## config.mk

```make
export PLATFORM = sky130hd
export DESIGN_NAME = pfs_front
export DESIGN_NICKNAME = d
export VERILOG_FILES = /design/src/per_flow_packet_statistics_core_macros.svh /design/src/pfs_pkg.sv /design/src/pfs_front.sv
export SDC_FILE = /design/constraint.sdc
export NUM_CORES = 2
export LEC_CHECK = 0
export BUFFER_PORTS_ARGS = -buffer_cell sky130_fd_sc_hd__buf_2
export CORE_MARGIN = 1
export CORE_UTILIZATION = 60
export DETAILED_ROUTE_END_ITERATION = 16
export PLACE_DENSITY = 0.76
export SETUP_SLACK_MARGIN = 0.1
export SKIP_CTS_REPAIR_TIMING = 1
export SYNTH_ARGS = -nofsm -noshare
export SYNTH_HDL_FRONTEND = slang
export SYNTH_SLANG_ARGS = --single-unit
```

## constraint.sdc

```tcl
create_clock -name clk -period 22.7 [get_ports clk]
set_input_delay 2.27 -clock clk [delete_from_list [all_inputs] [get_ports clk]]
set_output_delay 2.27 -clock clk [all_outputs]
set_load 0.05 [all_outputs]
```

## src/per_flow_packet_statistics_core_macros.svh

```systemverilog
// assertion macros for the per-flow packet statistics core
// expects clk and rst_n in the scope of use
`ifndef PER_FLOW_PACKET_STATISTICS_CORE_MACROS_SVH
`define PER_FLOW_PACKET_STATISTICS_CORE_MACROS_SVH

// same-cycle implication
`define PFS_ASSERT_IMP(lbl, ante, cons) \
  lbl: assert property (@(posedge clk) disable iff (!rst_n) (ante) |-> (cons)) \
    else $error("pfs assertion failed");

// next-cycle implication
`define PFS_ASSERT_NEXT(lbl, ante, cons) \
  lbl: assert property (@(posedge clk) disable iff (!rst_n) (ante) |=> (cons)) \
    else $error("pfs assertion failed");

`endif

```

## src/pfs_pkg.sv

```systemverilog
// shared types and constants of the per-flow packet statistics core
// no dependencies
package pfs_pkg;

  localparam int DEF_FLOW_SLOTS  = 4096;
  localparam int DEF_PROBE_LIMIT = 8;

  localparam logic [15:0] ETHER_IPV4 = 16'h0800;
  localparam logic [7:0]  PROTO_TCP  = 8'd6;
  localparam logic [7:0]  PROTO_UDP  = 8'd17;
  localparam logic [63:0] HASH_MUL1  = 64'h9E37_79B9_7F4A_7C15;
  localparam logic [63:0] HASH_MUL2  = 64'hBF58_476D_1CE4_E5B9;
  localparam logic [31:0] ALL_ONES32 = 32'hFFFF_FFFF;

  // result status codes
  localparam logic [1:0] ST_EXISTING = 2'd0;
  localparam logic [1:0] ST_NEW      = 2'd1;
  localparam logic [1:0] ST_FULL     = 2'd2;

  typedef struct packed {
    logic [15:0] frame_type;
    logic [31:0] src_addr;
    logic [31:0] dst_addr;
    logic [15:0] src_port_num;
    logic [15:0] dst_port_num;
    logic [7:0]  ip_proto;
    logic [15:0] ip_total_len;
    logic [31:0] time_us;
  } pfs_in_t;

  typedef struct packed {
    logic [1:0]  status;
    logic [31:0] pkt_count;
    logic [63:0] len_sum;
    logic [15:0] len_max;
    logic [15:0] len_min;
    logic [15:0] len_mean;
    logic [63:0] len_var;
    logic [31:0] ipd_last;
    logic [31:0] ipd_max;
    logic [31:0] ipd_min;
    logic [31:0] ipd_mean;
    logic [63:0] ipd_var;
  } pfs_out_t;

  // classified packet handed from front to back
  typedef struct packed {
    logic [103:0] key;
    logic [15:0]  len;
    logic [31:0]  tstamp;
  } pfs_job_t;

  // per-slot flow record
  typedef struct packed {
    logic [31:0] pkt_count;
    logic [63:0] len_sum;
    logic [63:0] len_sq;
    logic [15:0] len_max;
    logic [15:0] len_min;
    logic [31:0] last_time;
    logic [63:0] ipd_sum;
    logic [63:0] ipd_sq;
    logic [31:0] ipd_max;
    logic [31:0] ipd_min;
    logic [31:0] ipd_last;
  } pfs_flow_t;

  typedef struct packed {
    logic empty;
    logic full;
  } pfs_q_stat_t;

  typedef struct packed {
    logic clearing;
    logic pop;
  } pfs_bk_stat_t;

endpackage

```

## src/pfs_front.sv

```systemverilog
// front end: accepts headers, drops non ip tcp/udp, hashes the 5-tuple
// uses pfs_pkg
module pfs_front #(
  parameter int FLOW_SLOTS = 4096
) (
  input  logic                      clk,
  input  logic                      rst_n,
  input  logic                      in_valid,
  output logic                      in_ready,
  input  pfs_pkg::pfs_in_t          in_data,
  output logic                      job_valid,
  output pfs_pkg::pfs_job_t         job,
  output logic [$clog2(FLOW_SLOTS)-1:0] job_home,
  input  logic                      q_full
);
  import pfs_pkg::*;

  localparam int SLOT_W = $clog2(FLOW_SLOTS);

  typedef enum logic [2:0] {
    F_IDLE = 3'b001,
    F_HASH = 3'b010,
    F_PUSH = 3'b100
  } f_state_t;

  f_state_t st_r, st_nxt;
  logic [2:0]  ph_r;
  logic [63:0] a_r, acc_r, acc_nxt, a_nxt, mix;
  logic [63:0] bconst, prod;
  logic [31:0] mop_a, mop_b;
  pfs_job_t    job_r;
  logic [SLOT_W-1:0] home_r;
  logic        pass;
  logic [63:0] fold;

  // classification
  assign pass = (in_data.frame_type == ETHER_IPV4) &&
                ((in_data.ip_proto == PROTO_TCP) || (in_data.ip_proto == PROTO_UDP));

  // shared 32x32 multiplier, three partial products per 64-bit product
  assign bconst = (ph_r < 3'd4) ? HASH_MUL1 : HASH_MUL2;
  always_comb begin
    mop_a = a_r[31:0];
    mop_b = bconst[31:0];
    unique case (ph_r)
      3'd1, 3'd5: mop_b = bconst[63:32];
      3'd2, 3'd6: mop_a = a_r[63:32];
      default: ;
    endcase
  end
  assign prod = {32'd0, mop_a} * {32'd0, mop_b};
  assign mix  = job_r.key[103:40] ^ acc_r;
  assign fold = acc_r ^ (acc_r >> 32);

  always_comb begin
    acc_nxt = acc_r;
    a_nxt   = a_r;
    unique case (ph_r)
      3'd0, 3'd4: acc_nxt = prod;
      3'd1, 3'd2, 3'd5, 3'd6: acc_nxt = acc_r + {prod[31:0], 32'd0};
      3'd3: begin
        a_nxt   = mix ^ (mix >> 29);
        acc_nxt = 64'd0;
      end
      default: ;
    endcase
  end

  // sequencer
  always_comb begin
    st_nxt = st_r;
    unique case (st_r)
      F_IDLE: if (in_valid && pass) st_nxt = F_HASH;
      F_HASH: if (ph_r == 3'd7) st_nxt = F_PUSH;
      F_PUSH: if (!q_full) st_nxt = F_IDLE;
      default: st_nxt = F_IDLE;
    endcase
  end

  always_ff @(posedge clk) begin
    if (!rst_n) begin
      st_r <= F_IDLE;
      ph_r <= 3'd0;
    end else begin
      st_r <= st_nxt;
      if (st_r == F_HASH) begin
        ph_r <= ph_r + 3'd1;
      end else begin
        ph_r <= 3'd0;
      end
    end
  end

  // payload
  always_ff @(posedge clk) begin
    if (st_r == F_IDLE && in_valid && pass) begin
      job_r.key    <= {in_data.src_addr, in_data.dst_addr, in_data.src_port_num,
                       in_data.dst_port_num, in_data.ip_proto};
      job_r.len    <= in_data.ip_total_len;
      job_r.tstamp <= in_data.time_us;
      a_r          <= {24'd0, in_data.src_port_num, in_data.dst_port_num,
                       in_data.ip_proto};
      acc_r        <= 64'd0;
    end else if (st_r == F_HASH) begin
      a_r   <= a_nxt;
      acc_r <= acc_nxt;
      if (ph_r == 3'd7) begin
        home_r <= fold[SLOT_W-1:0];
      end
    end
  end

  assign in_ready  = (st_r == F_IDLE);
  assign job_valid = (st_r == F_PUSH);
  assign job       = job_r;
  assign job_home  = home_r;

endmodule

```

---- After elaboration in Yosys (flattened, before gate mapping) ----
Cells that the tools add are included.
word-level totals
  memories kept ........................... 0
  logic and storage cells ................. 63
  RAM bits ................................ 0
  latch bits .............................. 0
  bits in read-only memories .............. 0
  output and inout port bits .............. 166
  register bits after elaboration ......... 298
  bits of input ports ..................... 172
operators by class
  order comparisons ....................... 1
  equal/unequal tests ..................... 16
  reduce and logical (&&, ||, !) cells .... 19
  muxes and demuxes ....................... 11
  $mul .................................... 1
  div/mod/pow operators ................... 0
  bitwise logic cells ..................... 4
  shift operators ......................... 0
  add/subtract/negate cells ............... 2
operators by type and width
  cell                                                    number
  case mux 64 bit (3 select lines)                        1
  2-to-1 mux 40 bit                                       3
  adder 64 bit                                            1
  multiplier 32 x 32 -> 64 bit                            1
  2-to-1 mux 32 bit                                       2
  bitwise XOR 64 x 35 -> 64 bit                           1
  bitwise XOR 64 bit                                      1
  2-to-1 mux 62 bit                                       1
  equality test 16 x 12 -> 1 bit (second input constant)  1
  equality test 3 bit (second input constant)             5
  bitwise XOR 12 bit                                      1
  equality test 3 x 2 -> 1 bit (second input constant)    3
  2-to-1 mux 3 bit                                        3
  case mux 3 bit (3 select lines)                         1
  equality test 8 x 3 -> 1 bit (second input constant)    1
  equality test 8 x 5 -> 1 bit (second input constant)    1
  AND reduction 2 bit                                     4
  equality test 3 x 1 -> 1 bit (second input constant)    2
  AND reduction 3 bit                                     2
  OR reduction 2 bit                                      3
  logical AND 1 bit                                       4
  inequality test 2 bit (second input constant)           2
  nonzero test 2 bit                                      2
  OR reduction 4 bit                                      1
  7 further kinds                                         7

---- Longest topological paths before layout ----
  depth in word-level cells ............... 6
  gate-level depth with buffers ........... 42

---- Least setup slack after synthesis ----
Ideal clock, no wire load.
  kind .................................... reg2reg
  from .................................... register ph_r[2]
  to ...................................... register acc_r[62]
  arrival time ............................ 9.441 ns
  stages on the path, launching flop included .. 39
  buffers on the path ..................... 6
  clock period less this slack ............ 9.575 ns
  path slack .............................. 13.125 ns
  path through ............................ dfxtp_1 > clkbuf_1 > inv_1 > clkbuf_1 > ha_1 > clkbuf_1 > clkbuf_1 > clkbuf_1 > nand2_1 > fa_1 > inv_1 > fa_1 > fa_1 > inv_1 > fa_1 > inv_1 > fa_1 > inv_1 > [... 3 more ...] > fa_1 > ha_1 > clkbuf_4 > a21oi_1 > o21ai_0 > a22oi_1 > or3b_2 > xnor2_1 > ha_1 > inv_1 > nor2_1 > nor2_1 > nor2_1 > a211oi_1 > o31ai_2 > o31ai_1 > mux2i_1 > o211ai_1
between the ends
  word-level cells in the longest chain between the ends .. 6
ends and longest elaborated chain
  item                                                     RTL line                          RTL
  from (decl)                                              pfs_front.sv:27                   logic [2:0] ph_r;
  from (signal assigned)                                   pfs_front.sv:87                   ph_r <= ph_r + 3'd1;
  less-than comparator 3 bit (tied with other cells)       pfs_front.sv:41                   assign bconst = (ph_r < 3'd4) ? HASH_MUL1 : HASH_MUL2;
  2-to-1 mux 62 bit or OR reduction 2 bit (tied branches)  pfs_front.sv:41, pfs_front.sv:45
  2-to-1 mux 32 bit                                        pfs_front.sv:45                   unique case (ph_r)
  multiplier 32 x 32 -> 64 bit                             pfs_front.sv:51                   assign prod = {32'd0, mop_a} * {32'd0, mop_b};
  adder 64 bit                                             pfs_front.sv:60                   3'd1, 3'd2, 3'd5, 3'd6: acc_nxt = acc_r + {prod[31:0], 32'd0};
  case mux 64 bit (3 select lines)                         pfs_front.sv:58                   unique case (ph_r)
  to (signal assigned)                                     pfs_front.sv:106                  acc_r <= acc_nxt;
  to (decl)                                                pfs_front.sv:28                   logic [63:0] a_r, acc_r, acc_nxt, a_nxt, mix;
Several ways; a longest one is shown, not always the timed one.
A chain may end at the register's enable or synchronous reset.

---- Worst setup path after layout ----
Ends and elaborated chain as after synthesis.

==> results.py <==
metrics = {
    "routing": {
        "via_count": 30977,
        "drc": 0,
        "drt-total-wl_um": 134400,
        "vias_per_cell": 5.783,
        "antenna_left": 0,
        "firstDrtPassIters": 8,
        "drt_iter0_markers": 3533,
        "routedWlPerCell_um": 25.10,
    },
    "layout": {
        "final_cell_mix": "inv_1, fa_1, buf_2",
        "fin_area_um2": 46300,
        "drive_gt1_share_pct": 10.67,
        "nNetsFinal": 5764,
        "fill_cells": 5692,
        "fin_cells": 5357,
        "layout_commonest_cell": "inv_1",
        "syn2layout_area_growth_pct": 7.915,
    },
    "global_route": {
        "first_global_vias": 32483,
        "antenna_found_initial": 4,
        "grt_max_degree": 93,
        "grt_first_pass_wirelength_um": 202900,
        "grt_overflow": 0,
        "track_usage_pct": 37.81,
    },
    "die": {
        "rows": 97,
        "die_w_um": 269.4,
        "die_h_um": 269.4,
        "coreArea_um2": 70390,
        "start_util_pct": 60.95,
        "die_area_um2": 72580,
        "io_pins": 338,
    },
    "yosys": {
        "synth_edf_count": 204,
        "yosys-top-cells-area": "fa_1, edfxtp_1, ha_1",
        "yosysSeqAreaShare_pct": 18.66,
        "yosysWarnings": 0,
        "ys.flop_type": "edfxtp_1",
        "syn_area_um2": 42900,
        "synth_nets": 5504,
        "synth_cell_types": 89,
        "postSynthRegisterBits": 298,
        "syn-mean-instance-area_um2": 10.38,
        "synth_top_area_share_pct": 40.31,
        "yosys.area.top_type": "fa_1",
        "syn-instance-count": 4133,
        "async_reset_ff_share_pct": 0,
    },
    "placed_design": {
        "place_congestion": 1.026,
        "post-place-cells": 5303,
        "placed_area_um2": 45320,
        "dp_hpwl_um": 116700,
        "preCtsSetupSlack_ns": 11.69,
        "portBuffers": 337,
    },
    "flow_run": {
        "cap_violations": 0,
    },
    "timing": {
        "rsz0062_at_grt": "no",
        "setup_slack_ns": 11.37,
        "drv_slew": 0,
        "worst_pin_slew_ns": 1.264,
        "setup_tns_ns": 0,
        "hold_slack_ns": 0.4919,
        "relSlewSlack_pct": 15.74,
        "min_period_ns": 11.33,
        "max_freq_mhz": 88.29,
        "clock-skew-final_ns": 0.01912,
        "period_share_pct": 49.90,
        "finalHoldViolations": 0,
        "setup_viol": 0,
    },
    "clock_network": {
        "cts_tree": "done",
        "clock_latency_ns": 0.57,
        "clock_sinks": 298,
        "cts_buffers": 28,
        "cts_root_buffer": "clkbuf_16",
        "cts.path.max_buffers": 3,
        "path_clk_slew_ns": 0.08,
        "h-tree-depth": 1,
    },
    "setup_path": {
        "crit_slowest_cell": "dfxtp_1",
        "crit_path_start": "ph_r[2]",
        "required_ns": 23.14,
        "end_kind": "register",
        "cp_top_family": "adder cells",
        "timing.rr.start": "ph_r[2]",
        "path_class": "reg2reg",
        "cpPeakStageDelay_ns": 0.73,
        "critPathMostFrequentCell": "fa_1",
        "start_kind": "register",
        "worstPathArrival_ns": 11.76,
        "worst-path-buf-inv": 7,
        "worstPathMaxFanout": 64,
    },
    "run_status": {
        "status": "completed",
    },
    "worst_hold_path": {
        "hold_class": "reg2reg",
        "min_from": "ph_r[0]",
    },
    "power": {
        "ir_worst_vdd_mv": 0.07357,
        "power_density_nw_per_um2": 23.67,
        "p_leak_uw": 0.02330,
    },
}
## power breakdown
group / leakage [uW] / internal [uW] / switching [uW]
Sequential: 0.00260 / 577 / 0.00118
Combinational: 0.0202 / 10.6 / 7.97
Clock: 0.000473 / 281 / 219
Total: 0.0233 / 869 / 227
## cells by family (layout without fill, tap and decap cells)
group | after synthesis | after routing | share of synthesized area [%]
simple gates | 736 | 736 | 8.250
flops | 298 | 298 | 18.66
mux | 37 | 37 | 0.9215
buf+inv | 1209 | 1491 | 10.96
xor+xnor | 193 | 193 | 3.940
fa+ha+maj | 1199 | 1199 | 50.08
compound gates | 461 | 461 | 7.183
other cells | 0 | 2 | 0
## state kept, by name, summed over array words and instances, names as in the netlist
signal and count:
job 152, ph_r 3, acc_r 64, st_r 3, a_r 64, job_home 12
## stage by stage
| stage | utilization, % | power, uW |
|---|---|---|
| CTS | 65.77 | 1095 |
| global route | 65.77 | 1117 |
| global placement | 64.39 | 606.7 |
| floorplan | - | 589.9 |
| finish | 65.77 | 1096 |
| detailed placement | 64.39 | 607.3 |
## per-layer routing
metal / vias to the layer above / routed length (um) / global-route usage, %
met5: - / 30 / 0
met4: 6 / 6912 / 16.28
met3: 330 / 13280 / 6.866
met2: 1772 / 61300 / 58.12
met1: 15637 / 52930 / 53.04
li1: 13232 / - / -
## path summary, 6_finish.rpt
check | cells after the start | slack (ns) | to
max | 34 | 11.37 | acc_r[62]
min | 1 | 0.49 | ph_r[0]
max reg2reg | 34 | 11.37 | acc_r[62]
min reg2reg | 1 | 0.49 | ph_r[0]
## cell type report
cell class | instances | area, um2 | share of cell area (%)
inverter | 1078 | 4054 | 8.756
clock buffer | 31 | 732.0 | 1.581
tap | 940 | 1176 | 2.540
sequential | 298 | 8008 | 17.29
multi-input combinational | 2626 | 30220 | 65.27
timing repair buffer | 361 | 1867 | 4.032
clock inverter | 21 | 239.0 | 0.5161
antenna | 2 | 5.005 | 0.01081
## Yosys cell counts, types with 6 or more instances
cell type,instances
o21a_1,13
o21bai_1,21
ha_1,335
a31oi_1,15
clkbuf_8,9
inv_1,1065
buf_1,9
xor2_1,68
a211oi_1,35
edfxtp_1,204
o21ai_0,67
nand2_1,192
clkinv_1,12
mux2_2,20
o22ai_1,7
fa_1,864
and2_1,83
o21ai_1,6
nor2_1,240
xnor2_1,125
a21oi_1,129
and3_1,10
clkbuf_1,97
dfxtp_1,94
nand3_1,28
a22oi_1,46
o211ai_1,9
buf_4,6
nand4_1,20
a21o_1,42
a221oi_1,7
mux2i_1,17
nor3_1,16
nand2b_1,107
Note: power is estimated with default switching activity, not from simulation.
