`config.mk`:
```
export PLATFORM = sky130hd
export DESIGN_NAME = pfs_queue
export DESIGN_NICKNAME = d
export VERILOG_FILES = /design/src/per_flow_packet_statistics_core_macros.svh /design/src/pfs_pkg.sv /design/src/pfs_queue.sv
export SDC_FILE = /design/constraint.sdc
export NUM_CORES = 1
export LEC_CHECK = 0
export BUFFER_PORTS_ARGS = -buffer_cell sky130_fd_sc_hd__buf_2
export CAP_MARGIN = 20
export CORE_ASPECT_RATIO = 0.8
export CORE_MARGIN = 2
export CORE_UTILIZATION = 45
export CTS_BUF_LIST = sky130_fd_sc_hd__clkbuf_8
export CTS_CLUSTER_DIAMETER = 30
export DETAILED_ROUTE_END_ITERATION = 10
export PLACE_DENSITY_LB_ADDON = 0.12
export SKIP_CTS_REPAIR_TIMING = 1
export SYNTH_ARGS = -nofsm -noshare
export SYNTH_HDL_FRONTEND = slang
export SYNTH_SLANG_ARGS = --single-unit
```
`constraint.sdc`:
```
create_clock -name clk -period 2 [get_ports clk]
set_clock_uncertainty 0.05 [all_clocks]
set_input_delay 0.1 -clock clk [delete_from_list [all_inputs] [get_ports clk]]
set_output_delay 0.1 -clock clk [all_outputs]
set_load 0.005 [all_outputs]
```
`src/per_flow_packet_statistics_core_macros.svh`:
```
// assertion macros for the per-flow packet statistics core
// expects clk and rst_n in the scope of use
`ifndef PER_FLOW_PACKET_STATISTICS_CORE_MACROS_SVH
`define PER_FLOW_PACKET_STATISTICS_CORE_MACROS_SVH

// same-cycle implication
`define PFS_ASSERT_IMP(lbl, ante, cons) \
  lbl: assert property (@(posedge clk) disable iff (!rst_n) (ante) |-> (cons)) \
    else $error("pfs assertion failed");

// next-cycle implication
`define PFS_ASSERT_NEXT(lbl, ante, cons) \
  lbl: assert property (@(posedge clk) disable iff (!rst_n) (ante) |=> (cons)) \
    else $error("pfs assertion failed");

`endif

```
`src/pfs_pkg.sv`:
```
// shared types and constants of the per-flow packet statistics core
// no dependencies
package pfs_pkg;

  localparam int DEF_FLOW_SLOTS  = 4096;
  localparam int DEF_PROBE_LIMIT = 8;

  localparam logic [15:0] ETHER_IPV4 = 16'h0800;
  localparam logic [7:0]  PROTO_TCP  = 8'd6;
  localparam logic [7:0]  PROTO_UDP  = 8'd17;
  localparam logic [63:0] HASH_MUL1  = 64'h9E37_79B9_7F4A_7C15;
  localparam logic [63:0] HASH_MUL2  = 64'hBF58_476D_1CE4_E5B9;
  localparam logic [31:0] ALL_ONES32 = 32'hFFFF_FFFF;

  // result status codes
  localparam logic [1:0] ST_EXISTING = 2'd0;
  localparam logic [1:0] ST_NEW      = 2'd1;
  localparam logic [1:0] ST_FULL     = 2'd2;

  typedef struct packed {
    logic [15:0] frame_type;
    logic [31:0] src_addr;
    logic [31:0] dst_addr;
    logic [15:0] src_port_num;
    logic [15:0] dst_port_num;
    logic [7:0]  ip_proto;
    logic [15:0] ip_total_len;
    logic [31:0] time_us;
  } pfs_in_t;

  typedef struct packed {
    logic [1:0]  status;
    logic [31:0] pkt_count;
    logic [63:0] len_sum;
    logic [15:0] len_max;
    logic [15:0] len_min;
    logic [15:0] len_mean;
    logic [63:0] len_var;
    logic [31:0] ipd_last;
    logic [31:0] ipd_max;
    logic [31:0] ipd_min;
    logic [31:0] ipd_mean;
    logic [63:0] ipd_var;
  } pfs_out_t;

  // classified packet handed from front to back
  typedef struct packed {
    logic [103:0] key;
    logic [15:0]  len;
    logic [31:0]  tstamp;
  } pfs_job_t;

  // per-slot flow record
  typedef struct packed {
    logic [31:0] pkt_count;
    logic [63:0] len_sum;
    logic [63:0] len_sq;
    logic [15:0] len_max;
    logic [15:0] len_min;
    logic [31:0] last_time;
    logic [63:0] ipd_sum;
    logic [63:0] ipd_sq;
    logic [31:0] ipd_max;
    logic [31:0] ipd_min;
    logic [31:0] ipd_last;
  } pfs_flow_t;

  typedef struct packed {
    logic empty;
    logic full;
  } pfs_q_stat_t;

  typedef struct packed {
    logic clearing;
    logic pop;
  } pfs_bk_stat_t;

endpackage

```
`src/pfs_queue.sv`:
```
// two-entry queue between front and back
// uses pfs_pkg
module pfs_queue #(
  parameter int DATA_W = 8
) (
  input  logic              clk,
  input  logic              rst_n,
  input  logic              push,
  input  logic [DATA_W-1:0] wdata,
  input  logic              pop,
  output logic [DATA_W-1:0] rdata,
  output pfs_pkg::pfs_q_stat_t stat
);
  import pfs_pkg::*;

  logic [DATA_W-1:0] ent_r [2];
  logic       wp_r, rp_r;
  logic [1:0] cnt_r;

  always_ff @(posedge clk) begin
    if (push) begin
      ent_r[wp_r] <= wdata;
    end
  end

  // pointers and fill level
  always_ff @(posedge clk) begin
    if (!rst_n) begin
      wp_r  <= 1'b0;
      rp_r  <= 1'b0;
      cnt_r <= 2'd0;
    end else begin
      if (push) wp_r <= ~wp_r;
      if (pop)  rp_r <= ~rp_r;
      unique case ({push, pop})
        2'b10:   cnt_r <= cnt_r + 2'd1;
        2'b01:   cnt_r <= cnt_r - 2'd1;
        default: cnt_r <= cnt_r;
      endcase
    end
  end

  assign rdata      = ent_r[rp_r];
  assign stat.empty = (cnt_r == 2'd0);
  assign stat.full  = (cnt_r == 2'd2);

endmodule

```
* Yosys cells after proc, flatten, opt, wreduce, memory -nomap -nowiden
Memories as Yosys holds them, arrays and structs flattened. A register that Yosys moved wholly into a read port is not among the register bits. Index checks and enable logic that the tools add are counted. W data, S select, Z words.
Word-level totals: register bits 4, bits in writable memories 16, input port bits 12, word-level logic and storage cells 18, memories kept 1
Cells by class: add/sub/neg operators 2, equal/unequal tests 3, muxes and demuxes 5, bitwise gates (word level) 2, reductions and logical operators 2
Memory list:
- ent_r | depth 2, width 8, read ports 1, clocked after memory_dff 1, write ports 1, RTL line pfs_queue.sv:16 | logic [DATA_W-1:0] ent_r [2];
Operator list (number):
- $eq A2 B2 Y1 const B | 2
- $mux W1 | 4
- $pmux W2 S2 | 1
- $add A2 B1 Y2 const B | 1
- $eq A2 B1 Y1 const B | 1
- $logic_not A2 Y1 | 1
- $not A1 Y1 | 2
- $reduce_bool A2 Y1 | 1
- $sub A2 B1 Y2 const B | 1

* Longest topological paths before layout
Gate-level depths: netlist of the first run.
depth after elaboration 3, gate-level depth with buffers 5

* Worst setup path before layout of the first run
No wires, ideal clock.
path type register to register, start reg wp_r, end mem ent_r[0][0], enable pin, setup time 374 ps, arrival 709 ps, path slack 868 ps, stages on the path, launching flop included 2, buffers on the path 0, cell sequence dfxtp_1 nor2_1
RTL lines:
- start: declaration | RTL line pfs_queue.sv:17 | logic wp_r, rp_r;
- start signal: assignment | RTL line pfs_queue.sv:33 | if (push) wp_r <= ~wp_r;
- end: declaration | RTL line pfs_queue.sv:16
Straight into the memory's write port.

==> metrics.md, run 1 <==
| Metric | Value |
|---|---|
| Hold Fails Final Rpt | 0 |
| CTS root buffer | clkbuf_8 |
| Final setup vio count | 0 |
| First-pass GRT wire length | 1970 um |
| RSZ-0062 raised after global routing | false |
| Post-route setup slack | roughly 0.54 ns |
| Antenna cell count | 0 |
| Dpl ws | 0.714 ns |
| Power Internal | 0.000707 W |
| Pre-antenna DRT Iters | 4 |
| Synth Area in XOR/XNOR | 3.32% |
| Initial antenna violation count | 0 |
| Mean Syn Cell Area | 16.9 sq um |
| Worst Path Max Fanout | 8 |
| Syn. warnings | 0 |
| Vias/cell | around 4.6 |
| Netlist Area Pre-Place | 792 sq um |
| FF+latch count, synth | 21 |
| Top-area cell type share of the netlist area | 60.7% |
| Synth Area in Simple Gates | 6.79% |
| Slowest stage delay, CP | 0.53 ns |
| Via count | 461 |
| CTS Buf Count | 3 |
| Placed cells | roughly 90 |
| Largest family of logic cells by synthesized area | multiplexers |
| Remaining DRCs | 0 |
| Starting Density | about half |
| Commonest non-fill, non-tap cell in the layout | buf_2 |
| # rows | 13 |
| Clock tree buffer depth | 2 |
| Worst path arrival time | 1.31 ns |
| Switching power | 0.000190 W |
| Complex-gate fraction of the synthesized area | 2.53% |
| Clock transition at the registers of the reported paths | 0.07 ns |
| Mapped Cells | 47 |
| CTS tree | built |
| Routability cong. | 0.651 |
| Worst EP required | 1.85 ns |
| Skew-Pair Late Insertion Delay | 0.26 ns |
| Iteration-0 DRC count of the detailed router | 8 |
| # port buffers | 21 |
| Flop2flop setup slack | 0.72 ns |
| Die Wd | 50.9 um |
| Leak | 0.415 nW |
| Crit. End Element | primary output |
| I/O pin cnt | 22 |
| Post-DP HPWL | 850 um |
| Setup TNS | 0 ns |
| Ranking of synthesized cells by area | edfxtp_1, dfxtp_1, mux2_2, and2_1, xnor2_1 |
| Final Util | 63.7% |
| Pins over their slew limit | 0 |
| Sw frac | 21.2% |
| Pwr Density | 858 mW/mm^2 |
| Post-route ant nets | 0 |
| Area Overhead vs Synth | 32.1% |
| Sink Count | 21 |
| Share of cells above drive strength 1 | between 40% and 50% |
| Drt wl/cell | 12.0 um |
| Register area share after synthesis | 73.3% |
| Cell accounting for the most synthesized area | edfxtp_1 |
| Commonest non-fill, non-tap cells in the layout | buf_2, edfxtp_1, mux2_2, dlygate4sd3_1, dfxtp_1 |
| Cell depth of the worst hold path | 2 |
| Peak supply drop | 712 uV |
| Total power | 0.000897 W |
| R2r startpoint | wp_r |
| Max cap viols | 0 |
| Die area | 0.00211 sq mm |
| Cell Count, Final, Fillers Out | roughly 100 |
| Minimum clock period | 1.46 ns |
| Unique masters post-synth | 16 |
| Setup CP Type | register to primary output |
| FF-to-FF End | ent_r[0][2] |
| Reg2reg path depth | 1 |
| Largest net degree at the start of global routing | 13 |
| Clock power share | 30.1% |
| Combinational share of power | approximately an eighth |
| Period utilization | approximately three quarters |
| HP Class | input pin to register |
| Final #Nets | 93 |
| # H-tree levels | 1 |
| Synth Net Count | 60 |
| Core area | 0.00164 sq mm |
| Congestion Overflow GR | 0 |
| Relative slew slack | between 50% and 60% |
| Crit path cell chain | mux2_2 > buf_2 |
| Die Ht | around 42 um |
| Vias in the first global route | 434 |
| Max Clock Freq | around 700 MHz |
| Seq pwr share | about 57% |
| CP Launch Type | register |
| Worst Max-Slew Pin Slew | 0.710 ns |
| Final Routed Wirelength | between 1000 and 1500 um |
| Mux contribution to synthesized area | 11.4% |
| Crit-path slowest cell | dfxtp_1 |
| Run status | completed |
| Post-synthesis adder-cell area fraction | 1.58% |
| Hold Startpoint | rst_n |
| Global Route Usage Sum | 13.3% |
==> registers in the layout, summed over array words and instances (netlist names), named ones only <==
signal,count
ent_r,16
cnt_r,2
rp_r,1
wp_r,1
==> through the flow <==
stage | area, sq um | hold slack, ns
final | 1050 | 0.0570
after global placement | 920 | 0.246
after detailed placement | 920 | 0.241
after global routing | 1050 | 0.0553
after floorplan | 792 | 0.149
after CTS | 966 | -0.0302
==> synthesized netlist by cell type <==
cell type  instances
and2_1             4
nor2b_1            1
ha_1               1
a21boi_1           1
o21a_1             1
o21ai_0            1
xor2_1             1
mux2_2             8
edfxtp_1          16
nor2_1             2
inv_1              1
or3_1              1
dfxtp_1            5
buf_2              1
and2b_2            1
xnor2_1            2
==> power groups by stage <==
stage	clock network [W]	logic, W	registers (W)
after CTS	0.000274	0.000100	0.000517
after floorplan	0	0.0000642	0.000517
after global placement	0	0.0000981	0.000526
after detailed placement	0	0.0000996	0.000526
after global routing	0.000299	0.000126	0.000519
final	0.000270	0.000111	0.000516
==> worst max-delay path by stage <==
stage	depth (start not counted)	start	to	slack [ns]
after floorplan	1	wp_r	ent_r[0][0]	0.87
after global placement	1	wp_r	ent_r[0][0]	0.76
after detailed placement	1	wp_r	ent_r[0][1]	0.71
after CTS	2	register	rdata[3]	0.51
after global routing	2	register	rdata[1]	0.47
final	2	register	rdata[3]	0.54
==> cell type report <==
class                      instances  area [sq um]
clock inverter                     1          5.00
multi-input combinational         24           203
sequential                        21           581
tap                               22          27.5
fill                             132           597
inverter                           1          3.75
timing repair buffer              29           185
clock buffer                       3          41.3
==> worst max-delay path: cells and delay by family, from the launching register on <==
family                 cells  cell delay, ns
flip-flops                 1            0.53
multiplexers               1            0.39
buffers and inverters      1            0.13
==> routing by layer <==
layer,vias up,GRT usage [%],wire length (um)
met1,215,15.7,553
met4,0,4.86,4
met3,2,6.47,68
li1,232,-,-
met2,12,20.8,586
met5,-,0,0
==> logic make-up (layout without fill, tap and decap cells) <==
| kind of cell | Yosys count | after routing |
|---|---|---|
| compound gates | 3 | 3 |
| flops | 21 | 21 |
| mux | 8 | 8 |
| xor+xnor | 3 | 3 |
| simple gates | 9 | 9 |
| buf+inv | 2 | 34 |
| fa+ha+maj | 1 | 1 |
No activity file was read; power rests on OpenSTA's default activity.
==> run 2: changes to the inputs <==
==> constraint.sdc (replaced) <==
create_clock -name clk -period 1.4 [get_ports clk]
set_clock_uncertainty 0.05 [all_clocks]
set_input_delay 0.07 -clock clk [delete_from_list [all_inputs] [get_ports clk]]
set_output_delay 0.07 -clock clk [all_outputs]
set_load 0.005 [all_outputs]
==> run 2 against run 1 <==
Sequential cell count stayed put; sequential share of layout area is 0.73 points lower; via count is 1.1% higher.
==> metrics.md, run 2 (synthesized netlist as in run 1, its figures left out) <==
| Metric | Value |
|---|---|
| Iteration-0 DRC count of the detailed router | 4 |
| Post-route setup slack | 0.109 ns |
| Worst EP required | 1.28 ns |
| Setup CP Type | register to primary output |
| Regs by FF count | ent_r (16), cnt_r (2) |
| Reg2reg path depth | 1 |
| Most flop-heavy register | ent_r |
| CTS tree | built |
| Hold Fails Final Rpt | 0 |
| CTS root buffer | clkbuf_8 |
| Dpl ws | between 0.2 and 0.25 ns |
| Vias/cell | 4.52 |
| Post-route ant nets | 0 |
| Max reg flops | 16 |
| Pwr Density | 1190 mW/mm^2 |
| Period utilization | between 90% and 100% |
| Core area | roughly 0.0016 sq mm |
| Crit path max-delay family | flip-flops |
| Vias in the first global route | 393 |
| Worst path depth | 2 |
| I/O pin cnt | 22 |
| Congestion Overflow GR | 0 |
| Post-DP HPWL | 797 um |
| RSZ-0062 raised after global routing | false |
| HP Class | input pin to register |
| Total power | 0.00127 W |
| Area Overhead vs Synth | 34.1% |
| Antenna cell count | 0 |
| Routability cong. | ~0.68 |
| # port buffers | 21 |
| Worst Max-Slew Pin Slew | 0.389 ns |
| First-pass GRT wire length | between 1500 and 2000 um |
| Cell depth of the worst hold path | 2 |
| Final Routed Wirelength | 1190 um |
| Hold WS | between 0.02 and 0.025 ns |
| Share of cells above drive strength 1 | 45.7% |
| Minimum clock period | 1.29 ns |
| Peak supply drop | 929 uV |
| Commonest non-fill, non-tap cell in the layout | buf_2 |
| Sink Count | 21 |
| Largest net degree at the start of global routing | 13 |
| # rows | 13 |
| Die area | between 0.002 and 0.0025 sq mm |
| Clock tree buffer depth | 2 |
| CTS Buf Count | 3 |
| Pre-antenna DRT Iters | 4 |
| CP Buf/Inv Count | 1 |
| Slowest stage delay, CP | 0.43 ns |
| Pins over their slew limit | 0 |
| Relative slew slack | 74.1% |
| Crit path cell chain | mux2_2 > buf_2 |
| Remaining DRCs | 0 |
| Starting Density | 48.2% |
| CP Launch Type | register |
| Run status | completed |
| Via count | between 400 and 500 |
| Commonest non-fill, non-tap cells in the layout | buf_2, edfxtp_1, mux2_2, dlygate4sd3_1 |
| Max Clock Freq | about 770 MHz |
| Crit. End Element | primary output |
| Worst path arrival time | about 1.2 ns |
| Global Route Usage Sum | 11.8% |
| Worst Path Max Fanout | 8 |
| Setup TNS | 0 ns |
| Die Wd | 50.9 um |
| Drt wl/cell | 11.6 um |
| Final #Nets | 95 |
| Leak | between 0.4 and 0.5 nW |
| Crit-path slowest cell | dfxtp_2 |
| Final setup vio count | 0 |
| Skew-Pair Late Insertion Delay | 0.25 ns |
| Initial antenna violation count | 0 |
| Placed cell areas | about 930 sq um |
| Die Ht | roughly 42 um |
| # H-tree levels | 1 |
| Final instance area | 0.00106 sq mm |
| Max cap viols | 0 |
| Clock transition at the registers of the reported paths | 0.07 ns |
run 2: stage by stage:
stage	instances	util, %
detailed placement	91	56.9
finish	103	64.7
global route	103	64.7
CTS	95	59.7
floorplan	47	-
global placement	91	56.9
run 2: power by group:
part           total (W)  internal [W]  leakage [nW]  switching [W]
registers       0.000738      0.000714         0.192      0.0000238
logic           0.000163      0.000104         0.208      0.0000597
clock network   0.000366      0.000197        0.0255       0.000169
run 2: worst paths after layout:
check | from | endpoint | slack (ns)
worst max-delay path | register | rdata[3] | 0.11
worst min-delay path | rst_n | wp_r | 0.02
worst max register to register | wp_r | ent_r[1][1] | 0.30
worst min register to register | cnt_r[1] | cnt_r[1] | 0.45
run 2: routing by layer:
layer / share of wire, % / wire (um) / vias to the layer above / track usage, %
met2: 54 / 639 / 12 / 20.0
met5: 0 / 0 / - / 0
met4: 0.92 / 11 / 0 / 4.86
li1: - / - / 238 / -
met3: 4.8 / 57 / 2 / 5.40
met1: 41 / 486 / 214 / 12.6
run 2: final cells by class:
cell class	count	area (sq um)
Fill cell	133	581
Inverter	1	3.75
Multi-Input combinational cell	24	203
Tap cell	22	27.5
Clock inverter	1	5.00
Sequential cell	21	582
Clock buffer	3	41.3
Timing Repair Buffer	31	200
==> run 3: changes to the inputs <==
--- a/config.mk
+++ b/config.mk
@@ -14,6 +14,7 @@
 export CTS_CLUSTER_DIAMETER = 30
 export DETAILED_ROUTE_END_ITERATION = 10
 export PLACE_DENSITY_LB_ADDON = 0.12
+export SETUP_SLACK_MARGIN = 0.2
 export SKIP_CTS_REPAIR_TIMING = 1
 export SYNTH_ARGS = -nofsm -noshare
 export SYNTH_HDL_FRONTEND = slang
==> constraint.sdc (replaced) <==
create_clock -name clk -period 1.65 [get_ports clk]
set_clock_uncertainty 0.05 [all_clocks]
set_input_delay 0.0825 -clock clk [delete_from_list [all_inputs] [get_ports clk]]
set_output_delay 0.0825 -clock clk [all_outputs]
set_load 0.005 [all_outputs]
==> run 3 against run 2 <==
Wire length shrank 7.1%; sequential power shrank 15%; final cell count is the same; largest power group unchanged; highest routed layer unchanged.
==> metrics.md, run 3 (synthesized netlist as in run 1, its figures left out) <==
| Metric | Value |
|---|---|
| Run status | completed |
| Crit. End Element | primary output |
| Peak supply drop | 786 uV |
| Slowest stage delay, CP | 0.43 ns |
| R2r startpoint | cnt_r[0] |
| Congestion Overflow GR | 0 |
| # H-tree levels | 1 |
| Final setup vio count | 0 |
| Clock transition at the registers of the reported paths | 0.07 ns |
| Final Routed Wirelength | between 1000 and 1500 um |
| Cell depth of the worst hold path | 2 |
| Antenna cell count | 0 |
| Initial antenna violation count | 0 |
| Hold Startpoint | rst_n |
| Commonest non-fill, non-tap cell in the layout | buf_2 |
| CTS Buf Count | 3 |
| Placed cells | 91 |
| Switching power | 0.000215 W |
| Max Clock Freq | approximately 770 MHz |
| # port buffers | 21 |
| RSZ-0062 raised after global routing | false |
| Pre-antenna DRT Iters | 2 |
| Pins over their slew limit | 0 |
| I/O pin cnt | 22 |
| Area Overhead vs Synth | 34.1% |
| Vias/cell | 4.41 |
| Hold Fails Final Rpt | 0 |
| Seq pwr share | 58.2% |
| Most flop-heavy register | ent_r |
| Placed cell areas | 935 sq um |
| Setup CP Type | register to primary output |
| Crit path max-delay family | flip-flops |
| Via count | approximately 450 |
| Vias in the first global route | just under 400 |
| Regs by FF count | ent_r (16), cnt_r (2) |
| Drt wl/cell | 10.8 um |
| Power Internal | ~0.00086 W |
| Die Wd | 50.9 um |
| Crit-path slowest cell | dfxtp_2 |
| CTS root buffer | clkbuf_8 |
| Sw frac | around a fifth |
| Share of cells above drive strength 1 | 45.7% |
| Leak | 0.425 nW |
| Worst Hold End | wp_r |
| Clock power share | 28.9% |
| Setup TNS | 0 ns |
| CP Buf/Inv Count | 1 |
| Iteration-0 DRC count of the detailed router | 4 |
| Reg2reg path depth | 3 |
| Minimum clock period | approximately 1.3 ns |
| Cell Count, Final, Fillers Out | 103 |
| Commonest non-fill, non-tap cells in the layout | buf_2, edfxtp_1, mux2_2, dlygate4sd3_1 |
| Sink Count | 21 |
| Worst Path Max Fanout | 8 |
| Worst path arrival time | 1.17 ns |
| Post-route ant nets | 0 |
| Final #Nets | 95 |
| Max reg flops | 16 |
| Period utilization | between 70% and 80% |
| Crit path cell chain | mux2_2 > buf_2 |
| FF-to-FF End | cnt_r[1] |
| Pwr Density | 1010 mW/mm^2 |
| Routability cong. | slightly below 0.7 |
| Final instance area | 0.00106 sq mm |
| Skew-Pair Late Insertion Delay | 0.25 ns |
| Worst Max-Slew Pin Slew | 0.353 ns |
| Final Util | 64.7% |
| Post-DP HPWL | 793 um |
| Relative slew slack | roughly 76% |
| # rows | 13 |
| CTS tree | built |
| First-pass GRT wire length | 1640 um |
| Starting Density | 48.2% |
| Global Route Usage Sum | 11.4% |
| Flop2flop setup slack | 0.59 ns |
| Combinational share of power | 12.8% |
| Die Ht | 41.5 um |
| Clock tree buffer depth | 2 |
| Worst EP required | 1.52 ns |
| Remaining DRCs | 0 |
| Core area | 0.00164 sq mm |
| Largest net degree at the start of global routing | 13 |
| Fill count | approximately 140 |
| Die area | 0.00211 sq mm |
| Max cap viols | 0 |
| HP Class | input pin to register |
| CP Launch Type | register |
run 3: cell counts in the layout (fill, tap and decap cells not counted):
No cell type changed its count.
run 3: worst max path at each step:
stage                             end  slack [ns]  depth (start not counted)      from
after detailed placement     cnt_r[1]        0.49                          5      push
final                        rdata[3]        0.35                          2  register
after global placement       cnt_r[1]        0.50                          5      push
after floorplan           ent_r[0][0]        0.52                          1      wp_r
after global routing         rdata[7]        0.30                          2  register
after CTS                    rdata[3]        0.21                          2  register
run 3: layer usage:
layer  GRT usage [%]  share of wire [%]  up-vias
met5               0                  0        -
met4            4.86               0.72        0
met3            6.47                5.9        2
met2            20.3                 49       11
met1            10.4                 45      203
li1                -                  -      238
run 3: per-stage QoR:
step	hold slack [ns]	total power (W)	worst slack, ns
5_1_grt	0.0402	0.00113	0.303
4_1_cts	-0.0380	0.00108	0.207
3_3_place_gp	0.221	0.000760	0.496
2_1_floorplan	0.131	0.000705	0.518
6_report	0.0331	0.00108	0.346
3_5_place_dp	0.227	0.000762	0.489
run 3: power by group through the flow:
stage               sequential [W]  combinational, W  clock, W
detailed placement        0.000637          0.000125         0
CTS                       0.000626          0.000125  0.000325
floorplan                 0.000627         0.0000778         0
global route              0.000631          0.000153  0.000343
finish                    0.000626          0.000138  0.000311
global placement          0.000637          0.000123         0
run 3: area by class of cell:
type | instances | area [sq um] | area share, %
clock buffer | 3 | 41.3 | 3.89
clock inverter | 1 | 5.00 | 0.471
inverter | 1 | 3.75 | 0.353
multi-input combinational | 24 | 203 | 19.1
sequential | 21 | 582 | 54.8
tap | 22 | 27.5 | 2.59
timing repair buffer | 31 | 200 | 18.8
